## config.mk

```make
export PLATFORM = sky130hd
export DESIGN_NAME = credit_priority_thread_scheduler_core
export DESIGN_NICKNAME = d
export VERILOG_FILES = /design/src/hdl/cpts_pkg.sv /design/src/hdl/cpts_ram.sv /design/src/hdl/cpts_front.sv /design/src/hdl/cpts_engine.sv /design/src/hdl/credit_priority_thread_scheduler_core.sv
export SDC_FILE = /design/constraint.sdc
export NUM_CORES = 1
export LEC_CHECK = 0
export BUFFER_PORTS_ARGS = -buffer_cell sky130_fd_sc_hd__buf_2
export CAP_MARGIN = 5
export CORE_UTILIZATION = 57
export CTS_BUF_LIST = sky130_fd_sc_hd__clkbuf_4 sky130_fd_sc_hd__clkbuf_8 sky130_fd_sc_hd__clkbuf_16
export DETAILED_ROUTE_END_ITERATION = 7
export PLACE_DENSITY = 0.83
export SLEW_MARGIN = 10
export SYNTH_ARGS = -nofsm -noshare
export SYNTH_HDL_FRONTEND = slang
export SYNTH_SLANG_ARGS = --single-unit
```

## constraint.sdc

```tcl
create_clock -name clk -period 4.4 [get_ports clk]
set_input_delay 0.66 -clock clk [delete_from_list [all_inputs] [get_ports clk]]
set_output_delay 0.66 -clock clk [all_outputs]
set_load 0.005 [all_outputs]
```

## src/hdl/cpts_pkg.sv

```systemverilog
// Shared types and constants of the credit priority thread scheduler.
package cpts_pkg;

	typedef enum logic [2:0] {
		CMD_TICK   = 3'd0,
		CMD_CREATE = 3'd1,
		CMD_BLOCK  = 3'd2,
		CMD_WAKE   = 3'd3,
		CMD_FINISH = 3'd4,
		CMD_CANCEL = 3'd5,
		CMD_REMOVE = 3'd6,
		CMD_NOP    = 3'd7
	} cmd_t;

	typedef enum logic [2:0] {
		ST_FREE   = 3'd0,
		ST_NEW    = 3'd1,
		ST_RUN    = 3'd2,
		ST_BLOCK  = 3'd3,
		ST_DONE   = 3'd4,
		ST_CANCEL = 3'd5
	} slot_state_t;

	typedef enum logic [2:0] {
		STAT_OK     = 3'd0,
		STAT_NO_RUN = 3'd1,
		STAT_BUSY   = 3'd2,
		STAT_FREE   = 3'd3,
		STAT_WRONG  = 3'd4
	} stat_t;

	// A command after classification by the front end.
	typedef struct packed {
		cmd_t       cmd;
		logic [3:0] slot;
		logic [7:0] prio;
		logic       in_range;
	} req_t;

	localparam int QUEUE_DEPTH = 2;
	localparam int RAM_WIDTH   = 16;

endpackage

```

## src/hdl/cpts_ram.sv

```systemverilog
// Generic simple dual-port RAM with registered read data.
module cpts_ram #(
	parameter int WIDTH = 16,
	parameter int DEPTH = 16
) (
	input  logic                     clk,
	input  logic                     we,
	input  logic [$clog2(DEPTH)-1:0] waddr,
	input  logic [WIDTH-1:0]         wdata,
	input  logic                     re,
	input  logic [$clog2(DEPTH)-1:0] raddr,
	output logic [WIDTH-1:0]         rdata
);

	logic [WIDTH-1:0] mem_q [DEPTH];

	always_ff @(posedge clk) begin
		if (we) begin
			mem_q[waddr] <= wdata;
		end
		if (re) begin
			rdata <= mem_q[raddr];
		end
	end

endmodule

```

## src/hdl/cpts_front.sv

```systemverilog
// Front end: accepts command beats, classifies them and queues them.
module cpts_front #(
	parameter int SLOTS = 16
) (
	input  logic                clk,
	input  logic                arst_n,
	input  logic                s_tvalid,
	output logic                s_tready,
	input  logic [2:0]          s_tuser,
	input  logic [15:0]         s_tdata,
	output logic                q_valid,
	output cpts_pkg::req_t      q_head,
	input  logic                q_pop
);

	localparam int QAW = $clog2(cpts_pkg::QUEUE_DEPTH);
	localparam int QCW = $clog2(cpts_pkg::QUEUE_DEPTH + 1);

	cpts_pkg::req_t entry_q [cpts_pkg::QUEUE_DEPTH];
	cpts_pkg::req_t req;
	logic [QAW-1:0] wr_ptr_q, rd_ptr_q;
	logic [QCW-1:0] count_q;
	logic           push;

	// Bits 15 to 12 of the beat are padding.
	always_comb begin
		req.cmd      = cpts_pkg::cmd_t'(s_tuser);
		req.slot     = s_tdata[3:0];
		req.prio     = s_tdata[11:4];
		req.in_range = 32'(s_tdata[3:0]) < SLOTS;
	end

	assign s_tready = count_q != QCW'(cpts_pkg::QUEUE_DEPTH);
	assign push     = s_tvalid && s_tready;
	assign q_valid  = count_q != '0;
	assign q_head   = entry_q[rd_ptr_q];

	always_ff @(posedge clk) begin
		if (push) begin
			entry_q[wr_ptr_q] <= req;
		end
	end

	always_ff @(posedge clk or negedge arst_n) begin
		if (!arst_n) begin
			wr_ptr_q <= '0;
			rd_ptr_q <= '0;
			count_q  <= '0;
		end else begin
			if (push) begin
				wr_ptr_q <= wr_ptr_q + QAW'(1);
			end
			if (q_pop) begin
				rd_ptr_q <= rd_ptr_q + QAW'(1);
			end
			if (push && !q_pop) begin
				count_q <= count_q + QCW'(1);
			end else if (!push && q_pop) begin
				count_q <= count_q - QCW'(1);
			end
		end
	end

endmodule

```

## src/hdl/cpts_engine.sv

```systemverilog
// Back end: slot table, tick scan sequencer and result register.
module cpts_engine #(
	parameter int SLOTS = 16
) (
	input  logic                clk,
	input  logic                arst_n,
	input  logic                cfg_wr_en,
	input  logic [7:0]          cfg_wr_data,
	input  logic                q_valid,
	input  cpts_pkg::req_t      q_head,
	output logic                q_pop,
	output logic                m_tvalid,
	input  logic                m_tready,
	output logic [15:0]         m_tdata
);

	localparam int IW = $clog2(SLOTS);
	localparam int CW = $clog2(SLOTS + 1);

	typedef enum logic [4:0] {
		S_IDLE  = 5'b00001,
		S_PASS1 = 5'b00010,
		S_PASS2 = 5'b00100,
		S_WRBK  = 5'b01000,
		S_RESP  = 5'b10000
	} fsm_t;

	fsm_t                   state_q;
	cpts_pkg::slot_state_t  status_q [SLOTS];
	logic [IW-1:0]          cur_q;
	logic [7:0]             cur_credit_q;
	logic [7:0]             main_prio_q;
	logic                   init_pend_q;

	logic [IW-1:0]          ptr_q;
	logic [CW-1:0]          cnt_q;
	logic                   rd_vld_s1, rd_run_s1;
	logic [IW-1:0]          rd_idx_s1;
	logic [7:0]             maxc_q, best_prio_q;
	logic [IW-1:0]          best_q;
	logic                   found_q, any_q;

	cpts_pkg::stat_t        res_status_q;
	logic                   res_sw_q;
	logic                   m_tvalid_q;
	logic [15:0]            m_tdata_q;

	logic                   ram_we, ram_re;
	logic [IW-1:0]          ram_waddr;
	logic [cpts_pkg::RAM_WIDTH-1:0] ram_wdata, ram_rdata;
	logic [7:0]             rd_credit, rd_prio, new_credit;

	logic [IW-1:0]          h_idx;
	cpts_pkg::slot_state_t  h_state;
	cpts_pkg::slot_state_t  ex_next;
	cpts_pkg::stat_t        ex_status;
	logic                   ex_wr_st, ex_ram_we;
	logic                   issue, issue_run, cnt_done, pass_end, out_load;

	cpts_ram #(
		.WIDTH (cpts_pkg::RAM_WIDTH),
		.DEPTH (SLOTS)
	) u_ram (
		.clk   (clk),
		.we    (ram_we),
		.waddr (ram_waddr),
		.wdata (ram_wdata),
		.re    (ram_re),
		.raddr (ptr_q),
		.rdata (ram_rdata)
	);

	assign rd_credit  = ram_rdata[7:0];
	assign rd_prio    = ram_rdata[15:8];
	assign new_credit = (maxc_q != 8'd0) ? maxc_q - 8'd1 : 8'd0;

	assign cnt_done  = cnt_q == CW'(SLOTS);
	assign issue     = ((state_q == S_PASS1) || (state_q == S_PASS2)) && !cnt_done;
	assign issue_run = (status_q[ptr_q] == cpts_pkg::ST_RUN) ||
		(status_q[ptr_q] == cpts_pkg::ST_NEW);
	assign pass_end  = cnt_done && !rd_vld_s1;
	assign ram_re    = issue;

	assign q_pop    = (state_q == S_IDLE) && !init_pend_q && q_valid;
	assign out_load = (state_q == S_RESP) && (!m_tvalid_q || m_tready);

	assign m_tvalid = m_tvalid_q;
	assign m_tdata  = m_tdata_q;

	// Decode of every command except tick, done in the cycle it leaves the queue.
	always_comb begin
		h_idx     = IW'(q_head.slot);
		h_state   = q_head.in_range ? status_q[h_idx] : cpts_pkg::ST_FREE;
		ex_next   = cpts_pkg::ST_FREE;
		ex_status = cpts_pkg::STAT_OK;
		ex_wr_st  = 1'b0;
		ex_ram_we = 1'b0;
		case (q_head.cmd)
			cpts_pkg::CMD_CREATE: begin
				if (q_head.in_range && h_state == cpts_pkg::ST_FREE) begin
					ex_next   = cpts_pkg::ST_NEW;
					ex_wr_st  = 1'b1;
					ex_ram_we = 1'b1;
				end else begin
					ex_status = cpts_pkg::STAT_BUSY;
				end
			end
			cpts_pkg::CMD_BLOCK, cpts_pkg::CMD_WAKE, cpts_pkg::CMD_FINISH,
			cpts_pkg::CMD_CANCEL, cpts_pkg::CMD_REMOVE: begin
				ex_status = cpts_pkg::STAT_WRONG;
				if (!q_head.in_range || h_state == cpts_pkg::ST_FREE) begin
					ex_status = cpts_pkg::STAT_FREE;
				end else begin
					case (q_head.cmd)
						cpts_pkg::CMD_BLOCK: begin
							if (h_state == cpts_pkg::ST_RUN) begin
								ex_next  = cpts_pkg::ST_BLOCK;
								ex_wr_st = 1'b1;
							end
						end
						cpts_pkg::CMD_WAKE: begin
							if (h_state == cpts_pkg::ST_BLOCK) begin
								ex_next  = cpts_pkg::ST_RUN;
								ex_wr_st = 1'b1;
							end
						end
						cpts_pkg::CMD_FINISH: begin
							if (h_state == cpts_pkg::ST_RUN || h_state == cpts_pkg::ST_NEW) begin
								ex_next  = cpts_pkg::ST_DONE;
								ex_wr_st = 1'b1;
							end
						end
						cpts_pkg::CMD_CANCEL: begin
							if (h_idx != cur_q && (h_state == cpts_pkg::ST_RUN ||
								h_state == cpts_pkg::ST_BLOCK ||
								h_state == cpts_pkg::ST_NEW)) begin
								ex_next  = cpts_pkg::ST_CANCEL;
								ex_wr_st = 1'b1;
							end
						end
						default: begin
							if (h_idx != cur_q && (h_state == cpts_pkg::ST_DONE ||
								h_state == cpts_pkg::ST_CANCEL)) begin
								ex_next  = cpts_pkg::ST_FREE;
								ex_wr_st = 1'b1;
							end
						end
					endcase
					if (ex_wr_st) begin
						ex_status = cpts_pkg::STAT_OK;
					end
				end
			end
			default: begin
			end
		endcase
	end

	// Single write port of the priority and credit store.
	always_comb begin
		ram_we    = 1'b0;
		ram_waddr = rd_idx_s1;
		ram_wdata = {rd_prio, rd_prio};
		case (state_q)
			S_IDLE: begin
				if (init_pend_q) begin
					ram_we    = 1'b1;
					ram_waddr = '0;
					ram_wdata = {main_prio_q, main_prio_q};
				end else if (q_pop && ex_ram_we) begin
					ram_we    = 1'b1;
					ram_waddr = h_idx;
					ram_wdata = {q_head.prio, q_head.prio};
				end
			end
			S_PASS2: begin
				ram_we = rd_vld_s1 && rd_run_s1;
			end
			S_WRBK: begin
				ram_we    = 1'b1;
				ram_waddr = best_q;
				ram_wdata = {best_prio_q, new_credit};
			end
			default: begin
			end
		endcase
	end

	// Slot states, current slot and the configuration register.
	always_ff @(posedge clk or negedge arst_n) begin
		if (!arst_n) begin
			for (int i = 0; i < SLOTS; i++) begin
				status_q[i] <= (i == 0) ? cpts_pkg::ST_RUN : cpts_pkg::ST_FREE;
			end
			cur_q        <= '0;
			cur_credit_q <= 8'd1;
			main_prio_q  <= 8'd1;
			init_pend_q  <= 1'b1;
		end else if (cfg_wr_en) begin
			for (int i = 0; i < SLOTS; i++) begin
				status_q[i] <= (i == 0) ? cpts_pkg::ST_RUN : cpts_pkg::ST_FREE;
			end
			cur_q        <= '0;
			cur_credit_q <= cfg_wr_data;
			main_prio_q  <= cfg_wr_data;
			init_pend_q  <= 1'b1;
		end else begin
			if (state_q == S_IDLE) begin
				init_pend_q <= 1'b0;
			end
			if (q_pop && ex_wr_st) begin
				status_q[h_idx] <= ex_next;
			end
			if (issue && state_q == S_PASS1 && status_q[ptr_q] == cpts_pkg::ST_NEW) begin
				status_q[ptr_q] <= cpts_pkg::ST_RUN;
			end
			if (state_q == S_WRBK) begin
				cur_q        <= best_q;
				cur_credit_q <= new_credit;
			end
		end
	end

	// Scan sequencer and result register.
	always_ff @(posedge clk or negedge arst_n) begin
		if (!arst_n) begin
			state_q      <= S_IDLE;
			rd_vld_s1    <= 1'b0;
			m_tvalid_q   <= 1'b0;
			ptr_q        <= '0;
			cnt_q        <= '0;
			found_q      <= 1'b0;
			any_q        <= 1'b0;
			res_sw_q     <= 1'b0;
			res_status_q <= cpts_pkg::STAT_OK;
		end else begin
			rd_vld_s1 <= issue;
			if (issue) begin
				rd_run_s1 <= issue_run;
				rd_idx_s1 <= ptr_q;
				ptr_q     <= (ptr_q == IW'(SLOTS - 1)) ? '0 : ptr_q + IW'(1);
				cnt_q     <= cnt_q + CW'(1);
			end
			if (out_load) begin
				m_tvalid_q <= 1'b1;
				m_tdata_q  <= {cur_credit_q, res_status_q, res_sw_q, 4'(cur_q)};
			end else if (m_tready) begin
				m_tvalid_q <= 1'b0;
			end
			case (state_q)
				S_IDLE: begin
					if (q_pop) begin
						res_sw_q     <= 1'b0;
						res_status_q <= ex_status;
						if (q_head.cmd == cpts_pkg::CMD_TICK) begin
							ptr_q   <= cur_q;
							cnt_q   <= '0;
							maxc_q  <= 8'd0;
							found_q <= 1'b0;
							any_q   <= 1'b0;
							state_q <= S_PASS1;
						end else begin
							state_q <= S_RESP;
						end
					end
				end
				S_PASS1: begin
					if (rd_vld_s1 && rd_run_s1) begin
						any_q <= 1'b1;
						if (rd_credit > maxc_q) begin
							maxc_q      <= rd_credit;
							best_q      <= rd_idx_s1;
							best_prio_q <= rd_prio;
							found_q     <= 1'b1;
						end
					end
					if (pass_end) begin
						if (!any_q) begin
							res_status_q <= cpts_pkg::STAT_NO_RUN;
							state_q      <= S_RESP;
						end else if (found_q) begin
							state_q <= S_WRBK;
						end else begin
							ptr_q   <= cur_q;
							cnt_q   <= '0;
							state_q <= S_PASS2;
						end
					end
				end
				S_PASS2: begin
					if (rd_vld_s1 && rd_run_s1 && (!found_q || rd_prio > maxc_q)) begin
						maxc_q      <= rd_prio;
						best_q      <= rd_idx_s1;
						best_prio_q <= rd_prio;
						found_q     <= 1'b1;
					end
					if (pass_end) begin
						state_q <= S_WRBK;
					end
				end
				S_WRBK: begin
					res_sw_q     <= best_q != cur_q;
					res_status_q <= cpts_pkg::STAT_OK;
					state_q      <= S_RESP;
				end
				S_RESP: begin
					if (out_load) begin
						state_q <= S_IDLE;
					end
				end
				default: begin
					state_q <= S_IDLE;
				end
			endcase
		end
	end

endmodule

```

## src/hdl/credit_priority_thread_scheduler_core.sv

```systemverilog
// Top level of the credit priority thread scheduler.
//
// Commands arrive on the s_ channel (code on s_tuser, slot and priority on
// s_tdata) and each gives exactly one result beat on the m_ channel, in order.
// A tick picks the runnable slot with the highest credit, scanning the ring
// from the current slot; the other commands create, block, wake, finish,
// cancel or remove a slot. A small queue between the front end and the
// engine lets a beat be taken while the engine is busy or a result waits.
// The engine takes one command at a time from the queue. A tick reads the
// priority and credit store once per slot in each pass over a single RAM
// read port: one pass when a running slot still has credit, two when every
// credit has to be reloaded first.
// Reset leaves slot zero running with priority and credit one; a write on the
// configuration port sets slot zero's priority and re-initialises the whole
// table, and the engine stores slot zero's entry while idle before it takes
// the next command. When the receiver stalls, the result beat holds in the
// output register, the engine waits, and the queue fills and then drops
// s_tready.
module credit_priority_thread_scheduler_core #(
	parameter int SLOTS = 16
) (
	input  logic        clk,
	input  logic        arst_n,
	input  logic        cfg_wr_en,
	input  logic [7:0]  cfg_wr_data,  // main_priority
	input  logic        s_tvalid,
	output logic        s_tready,
	input  logic [2:0]  s_tuser,      // command[2:0]
	input  logic [15:0] s_tdata,      // slot[3:0], priority_req[11:4], pad
	output logic        m_tvalid,
	input  logic        m_tready,
	output logic [15:0] m_tdata       // selected_slot[3:0], switched[4], status[7:5],
	                                  // credit_left[15:8]
);

	logic           q_valid;
	logic           q_pop;
	cpts_pkg::req_t q_head;

	// The front end classifies and queues commands; all table state lives in the engine.
	cpts_front #(
		.SLOTS (SLOTS)
	) u_front (
		.clk      (clk),
		.arst_n   (arst_n),
		.s_tvalid (s_tvalid),
		.s_tready (s_tready),
		.s_tuser  (s_tuser),
		.s_tdata  (s_tdata),
		.q_valid  (q_valid),
		.q_head   (q_head),
		.q_pop    (q_pop)
	);

	// The engine holds slot states in flip-flops and priority with credit
	// in a RAM, and owns the output register.
	cpts_engine #(
		.SLOTS (SLOTS)
	) u_engine (
		.clk         (clk),
		.arst_n      (arst_n),
		.cfg_wr_en   (cfg_wr_en),
		.cfg_wr_data (cfg_wr_data),
		.q_valid     (q_valid),
		.q_head      (q_head),
		.q_pop       (q_pop),
		.m_tvalid    (m_tvalid),
		.m_tready    (m_tready),
		.m_tdata     (m_tdata)
	);

endmodule

```

* Yosys cells after proc, flatten, opt, wreduce, memory -nomap -nowiden
Memory sizes are Yosys's and may differ from the RTL's. A register that Yosys moved wholly into a read port is not among the register bits. Index checks and enable logic that the tools add are counted. W data, S select, Z words.
Storage, ports and cells: output and inout port bits 18, RAM bits 286, memories 2, register bits 136
Memories:
- u_engine.u_ram.mem_q | words 16, width 16, rd ports 1, clocked after Yosys merged registers in 1, write ports 1, RTL line cpts_ram.sv:15 | logic [WIDTH-1:0] mem_q [DEPTH];
- u_front.entry_q | words 2, width 15, rd ports 1, clocked after Yosys merged registers in 0, write ports 1, RTL line cpts_front.sv:19 | cpts_pkg::req_t entry_q [cpts_pkg::QUEUE_DEPTH];
Cells by class: reduce and logical (&&, ||, !) cells 59, order comparisons 6, $add $sub $neg 7, equality and inequality tests 32, bitwise operators 5, multiplexer cells 114
Operators by type and width (number):
- $mux W48 | 4
- $mux W8 | 10
- $mux W4 | 15
- $mux W5 | 12
- $bwmux W48 | 1
- $mux W3 | 15
- $and A32 B32 Y32 | 1
- $mux W16 | 2
- $not A32 Y32 | 1
- $pmux W16 S2 | 1
- $mux W1 | 28
- $pmux W5 S5 | 1
- $bmux W3 S4 | 2
- $demux W3 S4 | 2
- $pmux W4 S2 | 3
- $pmux W8 S3 | 1
- $logic_and A1 B1 Y1 | 18
- $gt A8 B8 Y1 | 2
- $or A16 B16 Y16 | 1
- $pmux W8 S2 | 1
- $reduce_bool A2 Y1 | 8
- $eq A3 B2 Y1 const B | 5
- $eq A3 B3 Y1 const B | 5
- $ne A2 B2 Y1 const B | 6
- 39 further kinds | 78

* Logic depth before layout (Yosys ltp)
Gate-level depths: netlist (run 1). An unclocked memory read counts as a cell.
word-level depth 22, gate-level depth with buffers 13

* Cells and area by module
Synthesis (run 1) repeated with hierarchy kept, for this count alone.
Second synthesis, totals: cells, all modules 1272, area, all modules 19373.6 um^2
Modules (own cells, without submodules):
- cpts_ram | cells each 432, times used 1, sequential area each 8167.8 um^2, area each 10202.3 um^2
- cpts_engine | cells each 773, times used 1, sequential area each 3514.6 um^2, area each 7831.3 um^2
- cpts_front | cells each 67, times used 1, sequential area each 1001.0 um^2, area each 1340.0 um^2

* Worst setup path before layout (run 1)
No wires, ideal clock.
path type reg-to-reg, start register u_front.rd_ptr_q, end memory u_engine.u_ram.mem_q[10][0] (enable), path buffers 3, arrival 3.813 ns, required time 3.991 ns, slack 0.178 ns, stages on the path, launching flop included 12, cells stage by stage dfrtp_1 > buf_2 > or3b_1 > buf_2 > a21oi_1 > nor4_1 > or4_4 > nor4_2 > buf_2 > a22o_1 > a21oi_2 > nor3_1
On the way: word-level cells in the longest chain between the ends 16, elaborated cells between the ends (all ways) 20
RTL lines:
- start: declaration | RTL line cpts_front.sv:21 | logic [QAW-1:0] wr_ptr_q, rd_ptr_q;
- start signal: assignment | RTL line cpts_front.sv:54 | rd_ptr_q <= rd_ptr_q + QAW'(1);
- $mem_v2 Z2 W15 *
- $not A4 Y5 (not written as such) | RTL line cpts_engine.sv:93 | h_state = q_head.in_range ? status_q[h_idx] : cpts_pkg::ST_FREE;
- $bmux W3 S4 | RTL line cpts_engine.sv:93
- $mux W3 (not written as such) (2 in a row) | RTL line cpts_engine.sv:93
- $mux W3 | RTL line cpts_engine.sv:93
- $logic_not A3 Y1 | RTL line cpts_engine.sv:100 | if (q_head.in_range && h_state == cpts_pkg::ST_FREE) begin
- $logic_and A1 B1 Y1 | RTL line cpts_engine.sv:100
- $mux W1 | RTL line cpts_engine.sv:100
- $mux W1 | RTL line cpts_engine.sv:98 | case (q_head.cmd)
- $logic_and A1 B1 Y1 | RTL line cpts_engine.sv:170 | end else if (q_pop && ex_ram_we) begin
- $mux W1 | RTL line cpts_engine.sv:170
- $mux W1 | RTL line cpts_engine.sv:166 | if (init_pend_q) begin
- $pmux W1 S3 | RTL line cpts_engine.sv:164 | case (state_q)
- $mux W1 | RTL line cpts_ram.sv:18 | if (we) begin
- $mux W1 (not written as such) | RTL line cpts_ram.sv:19 | mem_q[waddr] <= wdata;
- end: declaration | RTL line cpts_ram.sv:15
Every way passes the cells marked *; elsewhere a longest branch is shown, timed or not. The select of a mux whose other input is x is not followed.

* Final worst setup path (run 1)
start memory u_front.entry_q[1][8] (netlist name), end memory u_engine.u_ram.mem_q[8][1] (enable)
On the way: word-level cells in the longest chain between the ends 16, elaborated cells between the ends (all ways) 19
RTL lines (RTL line):
- start: declaration | cpts_front.sv:19
- $mem_v2 Z2 W15 *
- $not A4 Y5 (not written as such) | cpts_engine.sv:93
- $bmux W3 S4 | cpts_engine.sv:93
- $mux W3 (not written as such) (2 in a row) | cpts_engine.sv:93
- $mux W3 | cpts_engine.sv:93
- $logic_not A3 Y1 | cpts_engine.sv:100
- $logic_and A1 B1 Y1 | cpts_engine.sv:100
- $mux W1 | cpts_engine.sv:100
- $mux W1 | cpts_engine.sv:98
- $logic_and A1 B1 Y1 | cpts_engine.sv:170
- $mux W1 | cpts_engine.sv:170
- $mux W1 | cpts_engine.sv:166
- $pmux W1 S3 | cpts_engine.sv:164
- $mux W1 | cpts_ram.sv:18
- $mux W1 (not written as such) | cpts_ram.sv:19
Marks and branches as above.

==> reports/results.txt, run 1 <==
crit path kind: reg2reg
DRT iter0 DRCs: 1554
row cnt: 68
# port buffers: 45
Die X-Extent: 189 µm
drt wl/cell: 27.4 µm
Setup WS post-layout: 0.157 ns
WP data required: 4.64 ns
Syn Inst Count: 1346
Total Power: 13.2 mW
worst r2r dst: u_engine.u_ram.mem_q[8][1]
chip height: 189 µm
number of global-route vias before repair: 13000
gr usage total: 29.7%
final hold vios: 0
total CTS buffers: 43
Seq/Total Area, Yosys: 63.4%
actual slew at the worst max-slew pin: 1.06 ns
CP startpoint kind: flop
Max-cap violations: 0
Netlist cell types: 80
drt drc: 0
Slew Limit Fails: 0
Cell Area, Placed: 21000 µm²
final cell utilization of the core: 65.2%
dpl ws: -0.0552 ns
worst hold path class: in2async
Final #Nets: 1476
# IOs: 50
share of the clock period used by the worst path: 96.4%
first-pass GRT wire length: 78.9 mm
slew margin rel.: 29.6%
FFs w/ async S/R, synth: 21.7%
gr ovfl total: 0
DPL Wire Length: 33.9 mm
fill count: 2366
clk root buf: clkbuf_16
Worst-path clk slew: 0.06 ns
commonest non-fill, non-tap cells in the layout: edfxtp_1 (343), nand2_1 (135), mux4_2 (103), dfrtp_1 (87), a21oi_1 (61)
later-pin clock latency in the skew report: 0.57 ns
CP Capture Type: flop
Mapped Area: 20000 µm²
Pwr Density: 584 nW/µm²
RR Startpoint: u_front.entry_q[1][8]
unrepaired setup endpoints after global routing: no
largest fanout on the critical path: 12
most common cell after layout, fill and taps aside: edfxtp_1
Sink Count: 438
initial antenna violation count: 1
hold_ws: 0.0662 ns
status: complete, no violations
Synth area leader: edfxtp_1
vias: 13000
Worst R2R Setup Slack: 0.16 ns
post-route ant nets: 0
Syn Area/Cell: 14.9 µm²
Worst Clk Skew: 0.0311 ns
Core ar.: 34500 µm²
largest net degree at the start of global routing: 71
CTS tree: built
area fraction of the dominant cell type after synthesis: 51.5%
syn nets: 1403
routed vias/inst: 6.80
cell area after layout: 22500 µm²
largest cells by area after synthesis: edfxtp_1 (51%), mux4_2 (12%), dfrtp_1 (11%), nand2_1 (2.5%), mux2i_1 (1.8%)
setup violators final: 0
GPL Wtd Cong: 0.996
maximum vdd drop: 0.617 mV
minimum clock period after layout: 4.24 ns
EDFF count, synth: 343
area of the multi-input gates: 6970 µm²
warnings from Yosys: 0
drt total wl: 52.3 mm
crit path DAT: 4.49 ns
Initial Util: 57.9%
Max H-tree Level: 2
Syn-to-layout area delta: 12.5%
FMAX: 236 MHz
R2R cell count: 11
share of post-route cells with drive strength above 1: 24.2%
die area: 35800 µm²
Synth Register Bits: 438
Detailed Routing Iterations Pass 1: 6
ys flop type: edfxtp_1
CTS max path bufs: 3
Pleak: 7.80 nW
register area: 12700 µm²
final cells by class:
| cell class | count | share of cell area (%) |
|---|---|---|
| diodes | 1 | 0.0111 |
| clock buffers | 54 | 5.17 |
| clock inverters | 24 | 1.37 |
| inverters | 32 | 0.534 |
| multi-input cells | 802 | 31.0 |
| flip-flops and latches | 438 | 56.4 |
| well taps | 455 | 2.53 |
| repair buffers | 102 | 3.04 |
worst max-delay path by stage:
stage	from	cells past startpoint	to	slack, ns
after floorplan	u_front.rd_ptr_q	11	u_engine.u_ram.mem_q[10][0]	0.18
after global placement	u_front.rd_ptr_q	10	u_engine.u_ram.mem_q[5][10]	0.14
after detailed placement	u_front.rd_ptr_q	10	u_engine.u_ram.mem_q[12][10]	-0.06
after CTS	u_front.rd_ptr_q	10	u_engine.u_ram.mem_q[8][1]	0.07
after global routing	u_front.rd_ptr_q	10	u_engine.u_ram.mem_q[8][1]	0.05
final	u_front.entry_q[1][8]	11	u_engine.u_ram.mem_q[8][1]	0.16
stage by stage:
stage	setup TNS, ns	instances
6_report	0	1908
4_1_cts	0	1905
5_1_grt	0	1907
2_1_floorplan	0	1346
3_3_place_gp	0	1827
3_5_place_dp	-0.805	1827
Yosys cell counts, drive strengths merged (4+ instances only):
| cell | n |
|---|---|
| a31oi | 5 |
| a41oi | 4 |
| nor4 | 13 |
| a21oi | 68 |
| or4 | 7 |
| edfxtp | 343 |
| dfrtp | 90 |
| a22oi | 5 |
| nor2b | 5 |
| o21ai | 48 |
| a21o | 11 |
| nor3 | 28 |
| o32ai | 4 |
| clkbuf | 48 |
| nor2 | 56 |
| dfstp | 5 |
| mux4 | 103 |
| nand4 | 14 |
| buf | 27 |
| o21a | 7 |
| and2 | 9 |
| a32oi | 16 |
| o211ai | 8 |
| nand3b | 5 |
| o221ai | 9 |
| or3 | 11 |
| nand2 | 135 |
| or2 | 13 |
| a211oi | 4 |
| xor2 | 13 |
| inv | 31 |
| and3 | 9 |
| mux2 | 20 |
| ha | 25 |
| mux2i | 37 |
| a22o | 11 |
| nand2b | 12 |
| nand3 | 22 |
| xnor2 | 11 |
| or3b | 4 |
| o22ai | 16 |
worst max-delay path, stage by stage, from the launching register on:
cell	delay [ns]
edfxtp_1	0.45
buf_4	0.20
or3b_1	0.45
a21oi_1	0.15
nor4_1	0.09
or4_4	0.67
nor4_2	0.29
buf_4	0.32
o22ai_1	0.25
a21o_2	0.40
nor3_2	0.33
buf_4	0.29
timing repair:
action | 4_1_cts | 5_1_grt
buffers inserted | 0 | 1
gates resized for setup | 1 | 5
cloned | 0 | 1
hold buffers | 0 | 0
endpoints found under the setup margin | 161 | 184
per-layer routing:
layer / vias up / track usage (%) / wire (µm)
met4: 0 / 11.2 / 1930
met1: 6566 / 39.7 / 19900
met3: 149 / 6.45 / 5240
met2: 817 / 48.1 / 25300
met5: - / 0 / 0
li1: 5446 / - / -
registers in the layout, summed over array words and instances, names as in the netlist, 5 cells and up:
| name | cells |
|---|---|
| u_engine.m_tdata | 16 |
| u_engine.u_ram.rdata | 16 |
| u_engine.cnt_q | 5 |
| u_engine.maxc_q | 8 |
| u_front.entry_q | 30 |
| u_engine.u_ram.mem_q | 256 |
| u_engine.best_prio_q | 8 |
| u_engine.state_q | 5 |
| u_engine.main_prio_q | 8 |
| u_engine.cur_credit_q | 8 |
| u_engine.status_q | 48 |
power by group:
part           internal [mW]  leakage (nW)  switching, mW
clock network           2.25         0.736           1.57
registers               5.42          4.40          0.268
logic                   1.30          2.66           2.34
total                   8.98          7.80           4.18
kinds of logic (layout without fill, tap and decap cells):
logic type / after synthesis / in the layout / synth area share (%)
buffers and inverters: 107 / 212 / 2.26
muxes: 160 / 161 / 14.6
AOI/OAI and AO/OA: 239 / 239 / 8.14
adders and majority gates: 25 / 25 / 1.56
DFF: 438 / 438 / 63.4
xor gates and xnor gates: 24 / 24 / 1.05
other: 0 / 1 / 0
and+or+nand+nor: 353 / 353 / 9.00
No activity file was read; power rests on OpenSTA's default activity.
==> run 2, diff against run 1 <==
--- a/config.mk
+++ b/config.mk
@@ -7,10 +7,12 @@
 export LEC_CHECK = 0
 export BUFFER_PORTS_ARGS = -buffer_cell sky130_fd_sc_hd__buf_2
 export CAP_MARGIN = 5
-export CORE_UTILIZATION = 57
+export CELL_PAD_IN_SITES_DETAIL_PLACEMENT = 2
+export CELL_PAD_IN_SITES_GLOBAL_PLACEMENT = 2
+export CORE_UTILIZATION = 42
 export CTS_BUF_LIST = sky130_fd_sc_hd__clkbuf_4 sky130_fd_sc_hd__clkbuf_8 sky130_fd_sc_hd__clkbuf_16
 export DETAILED_ROUTE_END_ITERATION = 7
-export PLACE_DENSITY = 0.83
+export PLACE_DENSITY = 0.82
 export SLEW_MARGIN = 10
 export SYNTH_ARGS = -nofsm -noshare
 export SYNTH_HDL_FRONTEND = slang
==> run 2 against run 1 <==
Net effect: the flow now finishes with violations (DRC); sequential power hardly changed; routed wire length increased by 37%; maximum frequency down 1.1%; largest cell class unchanged; largest power group unchanged; highest routed layer unchanged.
==> reports/results.txt, run 2 (synthesized netlist as in run 1, its figures left out) <==
Cell Area, Placed: 21200 µm² (+1.1%)
drt total wl: 71.5 mm (+37%)
crit path DAT: 4.61 ns (+0.12 ns)
WP data required: 4.71 ns (+0.07 ns)
status: finished, violations left
top flop regs: u_engine.u_ram.mem_q (256), u_engine.status_q (48), u_front.entry_q (30)
number of flip-flops in the largest register: 256 (unchanged)
total CTS buffers: 48 (+12%)
worst hold path class: in2async
Sink Count: 438 (unchanged)
Worst Clk Skew: 0.0229 ns (-0.00823 ns)
chip height: 220 µm (+16%)
Initial Util: 42.8% (-15 points)
drt drc: 20 (+20)
Worst-path clk slew: 0.06 ns (about the same)
die area: 48500 µm² (+35%)
RR Startpoint: u_front.rd_ptr_q
slew margin rel.: 31.2% (+1.6 points)
Max-cap violations: 0 (unchanged)
crit-path leading delay family: simple AND/OR/NAND/NOR gates
crit path max-delay cell type: or4_4
number of global-route vias before repair: 14800 (+14%)
crit-path most repeated cell: buf_4
CTS tree: built
Detailed Routing Iterations Pass 1: 7 (+1)
Max H-tree Level: 2 (unchanged)
worst path bufs/invs: 3 (unchanged)
final hold vios: 0 (unchanged)
DRT iter0 DRCs: 1266 (-19%)
Core ar.: 46800 µm² (+35%)
post-route ant nets: 0 (unchanged)
# port buffers: 45 (unchanged)
later-pin clock latency in the skew report: 0.61 ns (+0.04 ns)
Crit path largest cell delay: 0.69 ns (+0.02 ns)
R2R cell count: 11 (unchanged)
minimum clock period after layout: 4.29 ns (+0.0483 ns)
# Post-CTS Setup Buffers: 0 (unchanged)
share of post-route cells with drive strength above 1: 24.4% (+0.18 points)
CP Capture Type: flop
Slew Limit Fails: 0 (unchanged)
first-pass GRT wire length: 105 mm (+32%)
largest fanout on the critical path: 37 (+25)
setup violators final: 0 (unchanged)
largest net degree at the start of global routing: 71 (unchanged)
GPL Wtd Cong: 0.915 (-8.2%)
routed vias/inst: 6.56 (-3.6%)
gr ovfl total: 0 (unchanged)
failing checks: DRC
Die X-Extent: 220 µm (+16%)
unrepaired setup endpoints after global routing: yes
CP Cell Sequence: clkbuf_8, or3b_1, a21oi_1, nor4_1, or4_4, nor4_4, buf_4, o22ai_1, a21oi_2, nor3_2, buf_4
Pwr Density: 602 nW/µm² (+3.0%)
row cnt: 79 (+16%)
hold_ws: 0.0843 ns (+0.0181 ns)
Worst Setup SP: u_front.rd_ptr_q
CP startpoint kind: flop
FMAX: 233 MHz (-1.1%)
clk root buf: clkbuf_16
Final #Nets: 1479 (+0.20%)
Pleak: 7.83 nW (+0.46%)
Top reg by flops: u_engine.u_ram.mem_q
initial antenna violation count: 3 (+2)
share of the clock period used by the worst path: 97.5% (+1.1 points)
actual slew at the worst max-slew pin: 1.03 ns (-0.0239 ns)
crit path kind: reg2reg
most common cell after layout, fill and taps aside: edfxtp_1
Syn-to-layout area delta: 14.1%
Levels on crit path: 11 (unchanged)
drt wl/cell: 34.5 µm (+26%)
maximum vdd drop: 0.359 mV (-42%)
commonest non-fill, non-tap cells in the layout: edfxtp_1 (343), nand2_1 (134), mux4_2 (103), dfrtp_1 (88), a21oi_1 (61)
vias: 13600 (+4.7%)
CTS max path bufs: 3 (unchanged)
DPL Wire Length: 46.4 mm (+37%)
# IOs: 50 (unchanged)
cell area after layout: 22800 µm² (+1.4%)
gr usage total: 30.0% (+0.28 points)
-- run 2: timing repair --
item	in CTS	in global routing
setup endpoints to repair	40	256
gates resized for setup	1	10
hold buffers	0	0
-- run 2: area by class of cell --
cell class	count	area, µm²
clock inverter	33	288
timing repair buffer	101	736
sequential	438	12700
tap	607	759
inverter	32	120
fill	4338	23900
antenna	3	7.51
clock buffer	57	1270
multi-input combinational	801	6960
-- run 2: path summary, 6_finish.rpt --
path | to | slack, ns
max reg2reg | u_engine.u_ram.mem_q[11][10] | 0.11
max in group asynchronous | u_engine.ptr_q[1] | 2.97
max | u_engine.u_ram.mem_q[11][10] | 0.11
min | u_front.rd_ptr_q | 0.08
min in group clk | u_front.entry_q[1][1] | 0.24
min reg2reg | u_engine.best_q[2] | 0.45
-- run 2: per-layer routing --
layer | global-route usage [%] | part of all wire [%]
met5 | 0 | 0
met4 | 12.0 | 4.1
met2 | 51.0 | 50
met1 | 38.7 | 39
met3 | 4.37 | 7.4
-- run 2: metrics by stage --
step / setup WS, ns / TNS (ns) / power (mW) / cells / util [%]
2_1_floorplan: 0.178 / 0 / 8.02 / 1346 / -
3_3_place_gp: 0.281 / 0 / 9.16 / 1979 / 45.4
3_5_place_dp: 0.0383 / 0 / 9.62 / 1979 / 45.4
4_1_cts: 0.0133 / 0 / 13.7 / 2069 / 48.7
5_1_grt: -0.0185 / -0.183 / 14.1 / 2069 / 48.8
6_report: 0.108 / 0 / 13.7 / 2072 / 48.8
-- run 2: worst reg2reg max path: stages (launching register included) --
cell	delay, ns
dfrtp_1	0.43
clkbuf_8	0.34
or3b_1	0.45
a21oi_1	0.16
nor4_1	0.09
or4_4	0.69
nor4_4	0.26
buf_4	0.32
o22ai_1	0.23
a21oi_2	0.61
nor3_2	0.13
buf_4	0.29
-- run 2: power breakdown --
part | internal, mW | total (mW) | leakage, nW | switching [mW]
clock network | 2.21 | 4.04 | 0.772 | 1.83
registers | 5.42 | 5.72 | 4.40 | 0.298
logic | 1.33 | 3.98 | 2.66 | 2.64
total | 8.97 | 13.7 | 7.83 | 4.77
==> run 3, diff against run 2 <==
--- a/config.mk
+++ b/config.mk
@@ -9,10 +9,10 @@
 export CAP_MARGIN = 5
 export CELL_PAD_IN_SITES_DETAIL_PLACEMENT = 2
 export CELL_PAD_IN_SITES_GLOBAL_PLACEMENT = 2
-export CORE_UTILIZATION = 42
+export CORE_UTILIZATION = 46
 export CTS_BUF_LIST = sky130_fd_sc_hd__clkbuf_4 sky130_fd_sc_hd__clkbuf_8 sky130_fd_sc_hd__clkbuf_16
 export DETAILED_ROUTE_END_ITERATION = 7
-export PLACE_DENSITY = 0.82
+export PLACE_DENSITY = 0.85
 export SLEW_MARGIN = 10
 export SYNTH_ARGS = -nofsm -noshare
 export SYNTH_HDL_FRONTEND = slang
==> constraint.sdc (replaced) <==
create_clock -name clk -period 4.75 [get_ports clk]
set_input_delay 0.7125 -clock clk [delete_from_list [all_inputs] [get_ports clk]]
set_output_delay 0.7125 -clock clk [all_outputs]
set_load 0.005 [all_outputs]
==> run 3 against run 2 <==
Net effect: the run now ends clean; non-clock buffer count fell by 6; die area fell by 8.6%; critical path depth fell by 2; first-iteration DRC count rose by 63%; critical endpoint is now u_engine.u_ram.mem_q[8][13].
==> reports/results.txt, run 3 (synthesized netlist as in run 1, its figures left out) <==
crit path DAT: 4.93 ns (+0.32 ns)
actual slew at the worst max-slew pin: 1.34 ns (+0.307 ns)
Worst R2R Setup Slack: 0.06 ns (-0.05 ns)
DPL Wire Length: 48.8 mm (+5.1%)
die area: 44300 µm² (-8.6%)
CP Capture Type: flop
status: complete, no violations
Worst Clk Skew: 0.0528 ns (+0.0299 ns)
crit-path leading delay family: simple AND/OR/NAND/NOR gates
initial antenna violation count: 3 (unchanged)
row cnt: 76 (-3.8%)
slew margin rel.: 10.6% (-21 points)
largest net degree at the start of global routing: 71 (unchanged)
share of post-route cells with drive strength above 1: 23.9% (-0.47 points)
maximum vdd drop: 0.359 mV (-0.13%)
most common cell after layout, fill and taps aside: edfxtp_1
R2R cell count: 9 (-2)
crit path kind: reg2reg
Final #Nets: 1473 (-0.41%)
cell area after layout: 22700 µm² (-0.44%)
# IOs: 50 (unchanged)
final cell utilization of the core: 52.9% (+4.1 points)
fill count: 3827 (-12%)
chip height: 211 µm (-4.4%)
CP startpoint kind: flop
Top reg by flops: u_engine.u_ram.mem_q
register area: 12700 µm² (about the same)
drt drc: 0 (-100%)
total CTS buffers: 48 (unchanged)
Total Power: 13.1 mW (-4.4%)
Max-cap violations: 0 (unchanged)
Cell Area, Placed: 21100 µm² (-0.65%)
routed vias/inst: 7.22 (+10%)
DRT iter0 DRCs: 2067 (+63%)
unrepaired setup endpoints after global routing: no
WP data required: 4.99 ns (+0.28 ns)
commonest non-fill, non-tap cells in the layout: edfxtp_1 (343), nand2_1 (134), mux4_2 (103), dfrtp_1 (87), a21oi_1 (61)
worst r2r dst: u_engine.u_ram.mem_q[8][13]
RR Startpoint: u_front.rd_ptr_q
largest fanout on the critical path: 16 (-57%)
Detailed Routing Iterations Pass 1: 7 (unchanged)
CTS tree: built
Sink Count: 438 (unchanged)
GPL Wtd Cong: 0.895 (-2.2%)
Pleak: 7.83 nW (-0.11%)
worst hold path class: in2async
Max H-tree Level: 2 (unchanged)
later-pin clock latency in the skew report: 0.64 ns (+0.03 ns)
Worst-path clk slew: 0.07 ns (about the same)
area of the multi-input gates: 6980 µm² (+0.29%)
number of global-route vias before repair: 15700 (+6.2%)
post-route ant nets: 0 (unchanged)
Crit path largest cell delay: 0.60 ns (-0.09 ns)
crit path max-delay cell type: nor4_4
share of the clock period used by the worst path: 98.7% (+1.2 points)
hold_buf cts: 0 (unchanged)
FMAX: 213 MHz (-8.5%)
minimum clock period after layout: 4.69 ns (+0.398 ns)
setup TNS: 0 ns (unchanged)
Pwr Density: 578 nW/µm² (-4.0%)
Initial Util: 46.5% (+3.8 points)
drt wl/cell: 40.9 µm (+18%)
top flop regs: u_engine.u_ram.mem_q (256), u_engine.status_q (48), u_front.entry_q (30)
vias: 14700 (+8.4%)
gr ovfl total: 0 (unchanged)
first-pass GRT wire length: 119 mm (+14%)
CTS max path bufs: 3 (unchanged)
Syn-to-layout area delta: 13.6%
Slew Limit Fails: 0 (unchanged)
setup violators final: 0 (unchanged)
worst path bufs/invs: 1 (-2)
number of flip-flops in the largest register: 256 (unchanged)
final hold vios: 0 (unchanged)
Core ar.: 43000 µm² (-8.1%)
gr usage total: 38.1% (+8.1 points)
drt total wl: 83.4 mm (+17%)
CP Cell Sequence: mux2_4, mux4_2, nand2_1, nand4_1, nor4_4, o22ai_1, a21o_1, nor3_2, buf_4
Die X-Extent: 211 µm (-4.4%)
clk root buf: clkbuf_16
# port buffers: 45 (unchanged)
-- run 3: cell types whose count changed in the layout (fill, tap and decap cells not counted), sizes merged --
cell and delta:
clkbuf +11, clkinv -15, inv +1, buf -5
bufinv +1, clkinvlp -2
-- run 3: routing by layer --
metal	share of wire (%)	global-route usage, %	vias up	routed length, µm
met3	10	10.5	478	8660
met1	35	45.8	7597	29000
met5	0.10	0	-	87
met4	7.7	23.5	6	6440
met2	47	61.2	1215	39200
li1	-	-	5440	-
-- run 3: per-stage QoR --
| step | hold slack (ns) | worst slack (ns) | cells |
|---|---|---|---|
| 3_3_place_gp | 0.435 | 0.470 | 1948 |
| 5_1_grt | 0.0835 | 0.0861 | 2038 |
| 3_5_place_dp | 0.441 | 0.182 | 1948 |
| 6_report | 0.0572 | 0.0602 | 2041 |
| 4_1_cts | 0.0797 | 0.0736 | 2035 |
| 2_1_floorplan | 0.417 | 0.528 | 1346 |
-- run 3: cell type report --
| class | instances | share of cell area (%) |
|---|---|---|
| diodes | 3 | 0.0330 |
| clock buffers | 69 | 6.22 |
| clock inverters | 18 | 0.743 |
| inverters | 32 | 0.528 |
| multi-input cells | 801 | 30.7 |
| flip-flops and latches | 438 | 55.8 |
| well taps | 585 | 3.22 |
| repair buffers | 95 | 2.70 |
-- run 3: worst reg2reg max path, delay by kind of cell, from the launching register on --
family          cells  cell delay, ns
buf+inv             1            0.45
mux                 2            0.97
flops               1            0.50
compound gates      2            0.83
simple gates        4            1.57
-- run 3: timing repair --
action                                  CTS  global route
gates resized for setup                   3             5
buffers inserted                          0             3
pin swaps                                 0             0
endpoints found under the setup margin   61           101
-- run 3: how the worst max path moves through the flow --
stage,start,end,slack [ns],cells past startpoint
3_3_place_gp,u_front.rd_ptr_q,u_engine.u_ram.mem_q[14][1],0.47,9
3_5_place_dp,u_front.rd_ptr_q,u_engine.u_ram.mem_q[4][1],0.18,9
5_1_grt,u_front.rd_ptr_q,u_engine.u_ram.mem_q[1][8],0.09,10
6_report,u_front.rd_ptr_q,u_engine.u_ram.mem_q[8][13],0.06,9
2_1_floorplan,u_front.rd_ptr_q,u_engine.u_ram.mem_q[10][0],0.53,11
4_1_cts,u_front.rd_ptr_q,u_engine.u_ram.mem_q[3][9],0.07,10
-- run 3: power by group --
group / total [mW] / switching, mW / internal, mW
logic: 3.86 / 2.64 / 1.22
clock network: 3.92 / 1.69 / 2.23
registers: 5.35 / 0.323 / 5.03
total: 13.1 / 4.65 / 8.48
